### src/design/bc13_pkg.sv
`timescale 1ns / 1ps
// Shared types, register map and arithmetic helpers for the BC1/BC3 block decoder.
// No dependencies; used by bc13_tbl, bc13_rows and bc1_bc3_block_decoder_unit.
package bc13_pkg;

  localparam int unsigned ApbAddrW  = 3;
  localparam int unsigned ApbDataW  = 32;
  localparam int unsigned InDataW   = 128;
  localparam int unsigned OutDataW  = 136;
  localparam int unsigned TexelW    = 32;

  // Register word indexes (byte address divided by four).
  localparam logic [ApbAddrW-3:0] RegIdxFormatMode = 1'b0;

  typedef enum logic {
    FMT_BC1 = 1'b0,
    FMT_BC3 = 1'b1
  } fmt_mode_e;

  // Decoded lookup tables for one block.
  typedef struct packed {
    logic [3:0][TexelW-1:0] pal;
    logic [7:0][7:0]        atab;
  } blk_tables_t;

  function automatic logic [7:0] widen5(input logic [4:0] v);
    return {v, v[4:2]};
  endfunction

  function automatic logic [7:0] widen6(input logic [5:0] v);
    return {v, v[5:4]};
  endfunction

  // floor(x / 3) for x <= 767, by reciprocal multiply.
  function automatic logic [7:0] div3(input logic [9:0] x);
    logic [20:0] p;
    p = {11'd0, x} * 21'd683;
    return p[18:11];
  endfunction

  // floor(x / 5) for x <= 1277.
  function automatic logic [7:0] div5(input logic [10:0] x);
    logic [23:0] p;
    p = {13'd0, x} * 24'd6554;
    return p[22:15];
  endfunction

  // floor(x / 7) for x <= 1788.
  function automatic logic [7:0] div7(input logic [10:0] x);
    logic [23:0] p;
    p = {13'd0, x} * 24'd4682;
    return p[22:15];
  endfunction

endpackage

### src/design/bc1_bc3_block_decoder_unit.sv
`timescale 1ns / 1ps
// Top level of the BC1/BC3 block decoder: APB register, input register and stream ports.
// Depends on bc13_pkg, bc13_tbl and bc13_rows.
//
//   Channel   Direction  Payload
//   s_axis    in         one compressed block per transaction (colour and alpha halves)
//   m_axis    out        one texel row per transaction, tlast on the fourth row
//   apb       in/out     format_mode register at byte address 0
//
// A block is accepted into the input register, its palette and alpha table are built
// between that register and the row sequencer, and its four rows leave one per cycle
// while m_axis does not stall; the next block is accepted while the last row is sent.
// A block passes the input, row sequencer and output registers on its way to m_axis.
// Reset clears the register and all valid flags. A stall on m_axis holds the output
// register and backs up through the row sequencer to s_axis tready.
module bc1_bc3_block_decoder_unit (
  input  logic                             clk_i,
  input  logic                             rst_ni,
  input  logic                             psel,
  input  logic                             penable,
  input  logic                             pwrite,
  input  logic [bc13_pkg::ApbAddrW-1:0]    paddr,
  input  logic [bc13_pkg::ApbDataW-1:0]    pwdata,
  output logic [bc13_pkg::ApbDataW-1:0]    prdata,
  output logic                             pready,
  input  logic                             s_axis_tvalid,
  output logic                             s_axis_tready,
  // Fields from bit 0: color_block[63:0], alpha_block[127:64].
  input  logic [bc13_pkg::InDataW-1:0]     s_axis_tdata,
  output logic                             m_axis_tvalid,
  input  logic                             m_axis_tready,
  // Fields from bit 0: row_index[1:0], texel0[33:2], texel1[65:34], texel2[97:66],
  // texel3[129:98], zero fill [135:130].
  output logic [bc13_pkg::OutDataW-1:0]    m_axis_tdata,
  output logic                             m_axis_tlast
);
  import bc13_pkg::*;

  fmt_mode_e        mode_q, mode_d;
  logic             in_valid_q, in_valid_d;
  logic [63:0]      color_q, alpha_q;
  logic             rows_ready;
  blk_tables_t      tables;
  logic [1:0]       out_row;
  logic [3:0][31:0] out_tex;
  logic             reg_wr, reg_sel;

  assign pready  = 1'b1;
  assign reg_sel = (paddr[ApbAddrW-1:2] == RegIdxFormatMode);
  assign reg_wr  = psel && penable && pwrite && reg_sel;
  assign prdata  = reg_sel ? {{(ApbDataW-1){1'b0}}, mode_q} : '0;

  always_comb begin
    mode_d = mode_q;
    if (reg_wr) begin
      mode_d = fmt_mode_e'(pwdata[0]);
    end
  end

  assign s_axis_tready = !in_valid_q || rows_ready;

  always_comb begin
    in_valid_d = in_valid_q;
    if (s_axis_tvalid && s_axis_tready) begin
      in_valid_d = 1'b1;
    end else if (rows_ready) begin
      in_valid_d = 1'b0;
    end
  end

  always_ff @(posedge clk_i or negedge rst_ni) begin
    if (!rst_ni) begin
      mode_q     <= FMT_BC1;
      in_valid_q <= 1'b0;
    end else begin
      mode_q     <= mode_d;
      in_valid_q <= in_valid_d;
    end
  end

  always_ff @(posedge clk_i) begin
    if (s_axis_tvalid && s_axis_tready) begin
      color_q <= s_axis_tdata[63:0];
      alpha_q <= s_axis_tdata[127:64];
    end
  end

  bc13_tbl u_tbl (
    .color_blk_i (color_q),
    .alpha_blk_i (alpha_q),
    .tables_o    (tables)
  );

  bc13_rows u_rows (
    .clk_i        (clk_i),
    .rst_ni       (rst_ni),
    .blk_valid_i  (in_valid_q),
    .blk_ready_o  (rows_ready),
    .tables_i     (tables),
    .cidx_i       (color_q[63:32]),
    .aidx_i       (alpha_q[63:16]),
    .mode_i       (mode_q),
    .out_valid_o  (m_axis_tvalid),
    .out_ready_i  (m_axis_tready),
    .out_row_o    (out_row),
    .out_texels_o (out_tex),
    .out_last_o   (m_axis_tlast)
  );

  assign m_axis_tdata = {6'd0, out_tex[3], out_tex[2], out_tex[1], out_tex[0], out_row};

endmodule

### src/design/bc13_tbl.sv
`timescale 1ns / 1ps
// Colour palette and alpha table construction for one compressed block.
// Purely combinational; depends on bc13_pkg.
module bc13_tbl (
  input  logic [63:0]              color_blk_i,
  input  logic [63:0]              alpha_blk_i,
  output bc13_pkg::blk_tables_t    tables_o
);
  import bc13_pkg::*;

  logic [15:0]     c0, c1;
  logic [2:0][7:0] e0, e1;
  logic [7:0]      a0, a1;

  assign c0 = color_blk_i[15:0];
  assign c1 = color_blk_i[31:16];
  assign a0 = alpha_blk_i[7:0];
  assign a1 = alpha_blk_i[15:8];

  // Channel order: R, G, B.
  assign e0[0] = widen5(c0[15:11]);
  assign e0[1] = widen6(c0[10:5]);
  assign e0[2] = widen5(c0[4:0]);
  assign e1[0] = widen5(c1[15:11]);
  assign e1[1] = widen6(c1[10:5]);
  assign e1[2] = widen5(c1[4:0]);

  always_comb begin
    logic [2:0][7:0] third0, third1, mid;
    logic [8:0]      msum;
    logic [10:0]     s7, s5;
    s7 = '0;
    s5 = '0;
    for (int ch = 0; ch < 3; ch++) begin
      third0[ch] = div3({1'b0, e0[ch], 1'b0} + {2'b0, e1[ch]} + 10'd1);
      third1[ch] = div3({2'b0, e0[ch]} + {1'b0, e1[ch], 1'b0} + 10'd1);
      msum       = {1'b0, e0[ch]} + {1'b0, e1[ch]};
      mid[ch]    = msum[8:1];
    end

    tables_o.pal[0] = {8'hFF, e0[2], e0[1], e0[0]};
    tables_o.pal[1] = {8'hFF, e1[2], e1[1], e1[0]};
    if (c0 > c1) begin
      tables_o.pal[2] = {8'hFF, third0[2], third0[1], third0[0]};
      tables_o.pal[3] = {8'hFF, third1[2], third1[1], third1[0]};
    end else begin
      tables_o.pal[2] = {8'hFF, mid[2], mid[1], mid[0]};
      tables_o.pal[3] = '0;
    end

    tables_o.atab[0] = a0;
    tables_o.atab[1] = a1;
    if (a0 > a1) begin
      for (int i = 1; i <= 6; i++) begin
        s7 = 11'(7 - i) * {3'b0, a0} + 11'(i) * {3'b0, a1} + 11'd3;
        tables_o.atab[i + 1] = div7(s7);
      end
    end else begin
      for (int i = 1; i <= 4; i++) begin
        s5 = 11'(5 - i) * {3'b0, a0} + 11'(i) * {3'b0, a1} + 11'd2;
        tables_o.atab[i + 1] = div5(s5);
      end
      tables_o.atab[6] = 8'd0;
      tables_o.atab[7] = 8'd255;
    end
  end

endmodule

### src/design/bc13_rows.sv
`timescale 1ns / 1ps
// Row sequencer: holds one block's tables and indices and emits one texel row per cycle
// into a registered output stage while that stage is free. Depends on bc13_pkg.
module bc13_rows (
  input  logic                   clk_i,
  input  logic                   rst_ni,
  input  logic                   blk_valid_i,
  output logic                   blk_ready_o,
  input  bc13_pkg::blk_tables_t  tables_i,
  input  logic [31:0]            cidx_i,
  input  logic [47:0]            aidx_i,
  input  bc13_pkg::fmt_mode_e    mode_i,
  output logic                   out_valid_o,
  input  logic                   out_ready_i,
  output logic [1:0]             out_row_o,
  output logic [3:0][31:0]       out_texels_o,
  output logic                   out_last_o
);
  import bc13_pkg::*;

  logic                     busy_q, busy_d;
  logic [1:0]               row_q, row_d;
  blk_tables_t              tbl_q;
  logic [3:0][7:0]          cidx_q;
  logic [3:0][11:0]         aidx_q;
  fmt_mode_e                mode_q;
  logic                     ovalid_q, ovalid_d;
  logic [1:0]               orow_q;
  logic [3:0][TexelW-1:0]   otex_q, tex_row;
  logic                     olast_q;
  logic                     out_free, emit, load;

  assign out_free    = !ovalid_q || out_ready_i;
  assign emit        = busy_q && out_free;
  assign blk_ready_o = !busy_q || (emit && row_q == 2'd3);
  assign load        = blk_valid_i && blk_ready_o;

  always_comb begin
    logic [7:0]        crow;
    logic [11:0]       arow;
    logic [1:0]        ci;
    logic [2:0]        ai;
    logic [TexelW-1:0] base;
    crow = cidx_q[row_q];
    arow = aidx_q[row_q];
    for (int c = 0; c < 4; c++) begin
      ci   = crow[2*c +: 2];
      ai   = arow[3*c +: 3];
      base = tbl_q.pal[ci];
      if (mode_q == FMT_BC3) begin
        tex_row[c] = {tbl_q.atab[ai], base[23:0]};
      end else begin
        tex_row[c] = base;
      end
    end
  end

  always_comb begin
    busy_d = busy_q;
    row_d  = row_q;
    if (emit) begin
      row_d = row_q + 2'd1;
      if (row_q == 2'd3) begin
        busy_d = 1'b0;
      end
    end
    if (load) begin
      busy_d = 1'b1;
      row_d  = 2'd0;
    end
  end

  always_comb begin
    ovalid_d = ovalid_q;
    if (emit) begin
      ovalid_d = 1'b1;
    end else if (out_ready_i) begin
      ovalid_d = 1'b0;
    end
  end

  always_ff @(posedge clk_i or negedge rst_ni) begin
    if (!rst_ni) begin
      busy_q   <= 1'b0;
      row_q    <= 2'd0;
      ovalid_q <= 1'b0;
    end else begin
      busy_q   <= busy_d;
      row_q    <= row_d;
      ovalid_q <= ovalid_d;
    end
  end

  always_ff @(posedge clk_i) begin
    if (load) begin
      tbl_q  <= tables_i;
      cidx_q <= cidx_i;
      aidx_q <= aidx_i;
      mode_q <= mode_i;
    end
    if (emit) begin
      orow_q  <= row_q;
      otex_q  <= tex_row;
      olast_q <= (row_q == 2'd3);
    end
  end

  assign out_valid_o  = ovalid_q;
  assign out_row_o    = orow_q;
  assign out_texels_o = otex_q;
  assign out_last_o   = olast_q;

endmodule

### config.mk
export PLATFORM = sky130hd
export DESIGN_NAME = bc1_bc3_block_decoder_unit
export DESIGN_NICKNAME = d
export VERILOG_FILES = /design/src/design/bc13_pkg.sv /design/src/design/bc1_bc3_block_decoder_unit.sv /design/src/design/bc13_tbl.sv /design/src/design/bc13_rows.sv
export SDC_FILE = /design/constraint.sdc
export NUM_CORES = 2
export LEC_CHECK = 0
export ABC_AREA = 0
export BUFFER_PORTS_ARGS = -buffer_cell sky130_fd_sc_hd__buf_2
export CORE_MARGIN = 5
export CORE_UTILIZATION = 50
export DETAILED_ROUTE_END_ITERATION = 16
export GPL_TIMING_DRIVEN = 0
export PLACE_DENSITY = 0.64
export SLEW_MARGIN = 30
export SYNTH_ARGS = -nofsm -noshare
export SYNTH_HDL_FRONTEND = slang
export SYNTH_HIERARCHICAL = 1
export SYNTH_SLANG_ARGS = --single-unit
### constraint.sdc
create_clock -name clk_i -period 12.5 [get_ports clk_i]
set_input_delay 2.5 -clock clk_i [delete_from_list [all_inputs] [get_ports clk_i]]
set_output_delay 2.5 -clock clk_i [all_outputs]
set_load 0.02 [all_outputs]
; Word level (Yosys, flattened, before mapping)
; Index checks and enable logic that the tools add are counted.
[word_totals]
wordCells = 160
latch_bits = 0
inputBits = 170
n_memories = 0
romBits = 0
regBits = 522
ramBits = 0
out_inout_bits = 172
[op_classes]
bitwise = 1
order_cmp = 11
addsub = 36
mux = 36
shifts = 0
eq_ne = 1
multipliers = 22
div = 0
reduce_logical = 18
[op_table]
columns = op, count
row1 = 2-to-1 mux 32 bit, 9
row2 = binary-select mux 32 bit (select 2 bit), 4
row3 = multiplier 11 x 12 -> 22 bit (second input constant), 10
row4 = multiplier 10 x 10 -> 19 bit (second input constant), 6
row5 = adder 11 x 2 -> 11 bit (second input constant), 10
row6 = binary-select mux 8 bit (select 3 bit), 4
row7 = 2-to-1 mux 64 bit, 1
row8 = adder 10 x 1 -> 10 bit (second input constant), 6
row9 = multiplier 2 x 8 -> 10 bit (first input constant), 4
row10 = 2-to-1 mux 8 bit, 5
row11 = adder 8 x 9 -> 10 bit, 3
row12 = adder 9 x 8 -> 10 bit, 3
row13 = adder 8 x 8 -> 9 bit, 3
row14 = binary-select mux 12 bit (select 2 bit), 1
row15 = adder 10 x 10 -> 11 bit, 2
row16 = multiplier 3 x 8 -> 11 bit (first input constant), 2
row17 = binary-select mux 8 bit (select 2 bit), 1
row18 = greater-than comparator 16 bit, 1
row19 = < comparator 3 x 4 -> 1 bit (second input constant), 4
row20 = < comparator 2 x 3 -> 1 bit (second input constant), 5
row21 = 2-to-1 mux 12 bit, 1
row22 = adder 10 x 8 -> 11 bit, 1
row23 = adder 10 x 9 -> 11 bit, 1
row24 = adder 11 x 8 -> 11 bit, 1
row25 = 16 further kinds, 37

; Logic depth before layout (Yosys ltp)
[logic_depth]
word_depth = 8
depth_mapped = 36

; Hierarchy
; The synthesis kept the hierarchy.
[by_module_without_submodules]
columns = mod, area_per_inst_um2, n_inst, cells_per_inst
row1 = bc13_tbl, 34440.5, 1, 3728
row2 = bc13_rows, 18451.4, 1, 942
row3 = bc1_bc3_block_decoder_unit, 4234.1, 1, 176

; Worst setup path after synthesis
; No wires, ideal clock.
[synth_timing]
path_kind = in2reg
startpoint = input port m_axis_tready
endpoint = register u_rows/aidx_q[0] (netlist name) (enable)
setup_time_ns = 0.668
arrival_ns = 8.956
path_buffers = 0
slack_ns = 2.876
path_stages = 4
required_time_ns = 11.832
cell_sequence = nand2b_1 nand2_1 nand2_1 and2_1
[synth_between]
elab_chain_len = 5
[synth_lines]
columns = item, line
row1 = "start, declared", bc1_bc3_block_decoder_unit.sv:31  ; input logic m_axis_tready,
row2 = logical OR 1 bit, bc13_rows.sv:33  ; assign out_free = !ovalid_q || out_ready_i;
row3 = logical AND 1 bit, bc13_rows.sv:34  ; assign emit = busy_q && out_free;
row4 = logical AND 1 bit, bc13_rows.sv:35  ; assign blk_ready_o = !busy_q || (emit && row_q == 2'd3);
row5 = logical OR 1 bit, bc13_rows.sv:35
row6 = net rows_ready, bc1_bc3_block_decoder_unit.sv:42  ; logic rows_ready;
row7 = logical AND 1 bit, bc13_rows.sv:36  ; assign load = blk_valid_i && blk_ready_o;
row8 = "end signal, assigned", bc13_rows.sv:98  ; aidx_q <= aidx_i;
row9 = "end, declared", bc13_rows.sv:25  ; logic [3:0][11:0] aidx_q;
; The timed path passes the listed nets, and every way through them passes these cells.
; A chain may end at the register's enable or synchronous reset.

==> run_results.csv <==
group,metric,value,unit
worst_setup_path,worst_path_slowest_cell,"edfxtp_1",
clock_tree,cts_hold_buf,0,
min_path,hold_class,"reg2reg",
clock_tree,clk_transition_reported_paths,0.07,ns
worst_setup_path,r2r-end,"u_rows/tbl_q[31]",
drt,detailed_route_wirelength_on_metal3,7340,um
grt,globalRouteOverflowTotal,0,
layout,area_delta_synth_final,10.2,%
synthesis,distinct_cells_synth,84,
floorplanning,ios,342,
floorplanning,die_h,348,um
sta,fmaxAchievable,108,MHz
place,numPlacedInstances,6710,
worst_setup_path,critPathBufInv,4,
grt,grt_antenna_before_repair,11,
grt,via_count_of_the_first_global_routing_pass,38400,
worst_setup_path,critical_path_peak_fanout,13,
grt,largest_net_degree_at_the_start_of_global_routing,89,
clock_tree,htreeDepth,2,
synthesis,synth_edf_count,532,
drt,first_pass_iters,5,
layout,layout.nets,6986,
clock_tree,numCtsBuffers,56,
sta,total_count_of_max_transition_violations_in_the_final_report,0,
min_path,worstHoldStart,"color_q[49]",
floorplanning,row_count,124,
clock_tree,cts_buffer_depth,3,
sta,layout_min_cycle_time,9.24,ns
drt,maxUsedRoutingLayer,"met5",
worst_setup_path,number_of_gates_on_the_worst_path_with_buffers_counted,28,
place,hpwl_after_dpl,113000,um
sta,finalClockSkew,0.0389,ns
layout,drive_gt1_share,13.7,%
drt,avgViaCountPerCell,5.54,
synthesis,syn-cell-area,0.0571,mm^2
synthesis,asyncSetResetFlopFracSynth,1.12,%
worst_setup_path,timing.rr.start,"alpha_q[2]",
clock_tree,postCtsResizedCells,0,
sta,final_min_period_over_clock_period,73.9,%
clock_tree,root_buf_cell,"clkbuf_16",
drt,ant_nets,0,
sta,grt_setup_unrepaired,"no",
synthesis,synth.yosys.seq_area_share,28.2,%
synthesis,syn-instance-count,4846,
synthesis,postSynthAreaPerCell,11.8,um^2
drt,wire_length_reported_by_the_detailed_router,139000,um
worst_setup_path,path_common_cell,"fa_1",
clock_tree,cts.sinks,538,
worst_setup_path,end_kind,"register",
synthesis,synth.top_cell.area_share,28.0,%
floorplanning,initial_utilization,50.2,%
worst_setup_path,timing.critical_path.required,12.86,ns
sta,setup_violations,0,
synthesis,yosys_register_bits,538,
grt,first_pass_grt_wire_length,216000,um
drt,route.detailed.drc,0,
clock_tree,clock_latency,0.65,ns
worst_setup_path,timing.reg2reg.worst_path_depth,28,
flow_run,max_cap_violations,0,
drt,wl_met2,67800,um
min_path,holdPathEnd,"u_rows/cidx_q[17]",
worst_setup_path,setup.worst_path.start_class,"register",
worst_setup_path,r2r_slack,3.26,ns
synthesis,synth.area.top_cells,"edfxtp_1, ha_1, fa_1",
floorplanning,fp.coreArea,0.114,mm^2
floorplanning,die-area,0.121,mm^2
clock_tree,tritoncts,"done",
worst_setup_path,cp_top_family,"adder cells",
clock_tree,post_cts_setup_inserts,0,
worst_setup_path,worst_stage_delay_on_the_critical_path,1.01,ns
synthesis,synth_top_area_cell,"edfxtp_1",
sta,worstMarginPinSlew,1.07,ns
min_path,min_path_cells,0,
synthesis,synth_warnings,6,
drt,routed_wire_length_per_instance,20.4,um
layout,post_layout_nonfiller_instances,6822,
sta,max_slew_margin,28.4,%
place,gpl.final_weighted_congestion,0.892,
drt,vias,37800,
place,io_buffer_count,270,
worst_setup_path,timing_worst_setup_path_type,"reg2reg",
grt,gr_usage_total,22.7,%
worst_setup_path,critical_path_arrival,9.59,ns
drt,detail_route.iter0.violations,2355,
sta,finalHoldViolations,0,
floorplanning,dieWidth,348,um
drt,m1WireLength,59800,um
status,outcome,"finished clean",
synthesis,synth_top_flop_cell,"edfxtp_1",
[layout by cell type (no fill, tap or decap), types with 14 or more instances in the layout]
cell	Yosys	layout
a21o_1	72	72
nand2b_1	33	33
a21oi_1	197	197
xor2_1	83	83
buf_6	27	35
xnor2_1	205	205
nand4_1	14	14
a211oi_1	18	18
edfxtp_1	532	532
conb_1	3	62
o21ai_0	120	120
mux4_2	133	133
nor3_1	45	45
nor2b_1	32	32
nand2_1	108	108
o31ai_1	15	15
mux2i_1	140	140
a31oi_1	19	19
and3_1	21	21
o22ai_1	68	68
fa_1	371	371
nand3_1	36	36
clkbuf_16	0	56
nor2_1	163	163
o21ai_1	49	49
ha_1	1188	1188
buf_4	138	138
inv_1	706	703
buf_2	16	286
o21bai_1	56	56
clkbuf_1	21	34
o21a_1	37	37
mux4_1	14	14
[worst max path at each step]
stage                        endpoint           from  slack, ns
finish               u_rows/tbl_q[31]     alpha_q[2]       3.26
detailed placement   u_rows/tbl_q[31]     alpha_q[2]       3.34
global route         u_rows/tbl_q[31]     alpha_q[2]       2.81
floorplan            u_rows/aidx_q[0]  m_axis_tready       2.88
CTS                  u_rows/tbl_q[31]     alpha_q[2]       3.32
global placement    u_rows/tbl_q[144]  m_axis_tready      -0.32
[synth_stat cells (9+ instances only)]
cell type and n:
o21ai_0 120, nand4_1 14, a31oi_1 19, buf_6 27, clkbuf_1 21, nor3_1 45
xor2_1 83, inv_1 706, a21o_1 72, fa_1 371, and3_1 21, xnor2_1 205
ha_1 1188, nand3_1 36, buf_4 138, a211oi_1 18, buf_1 9, nor2b_1 32
o21bai_1 56, a21oi_1 197, o22ai_1 68, nand2b_1 33, buf_2 16, mux4_1 14
mux2i_1 140, nor2_1 163, o31ai_1 15, or3_1 11, nand2_1 108, o211ai_1 9
o21ai_1 49, a31o_2 9, edfxtp_1 532, o21a_1 37, mux4_2 133
[registers in the layout, indices dropped and copies added, names as in the netlist, 2 cells and up]
name / count
u_rows/aidx_q: 48
u_rows/cidx_q: 32
u_rows/row_q: 2
color_q: 64
u_rows/out_row_o: 2
alpha_q: 64
u_rows/tbl_q: 192
u_rows/out_texels_o: 128
[cell families after synthesis]
| group | Yosys count | synth area share, % |
|---|---|---|
| adders and majority gates | 1559 | 39.0 |
| buffers and inverters | 925 | 7.45 |
| AOI/OAI and AO/OA | 732 | 8.11 |
| DFF | 538 | 28.2 |
| and+or+nand+nor | 510 | 4.29 |
| muxes | 290 | 8.42 |
| xor gates and xnor gates | 289 | 4.45 |
| other | 3 | 0.0197 |
[final cells by class]
cell class                 instances  area [um^2]
fill                            9696        50900
timing repair buffer             294         1790
tap                             1512         1890
sequential                       538        16100
clock buffer                      73         1500
buffer                           218         1600
inverter                         707         2660
clock inverter                    31          394
antenna                            7         17.5
multi-input combinational       3442        37000
[layer usage]
| layer | track usage (%) | vias to the layer above |
|---|---|---|
| met3 | 2.87 | 185 |
| met4 | 6.08 | 8 |
| li1 | - | 18000 |
| met5 | 0 | - |
| met1 | 30.6 | 18600 |
| met2 | 39.0 | 946 |
[stage by stage]
step	cell area [um^2]	utilization [%]	setup slack, ns	TNS, ns	hold slack (ns)
global placement	60600	53.2	-0.323	-70.83	0.402
detailed placement	61000	53.6	3.34	0	0.405
floorplan	57300	-	2.88	0	0.400
finish	62900	55.3	3.26	0	0.388
CTS	62900	55.3	3.32	0	0.375
global route	62900	55.3	2.81	0	0.401
Power is not shown: default switching activity piles up to over one toggle a cycle in this logic, so the estimate is an artifact.
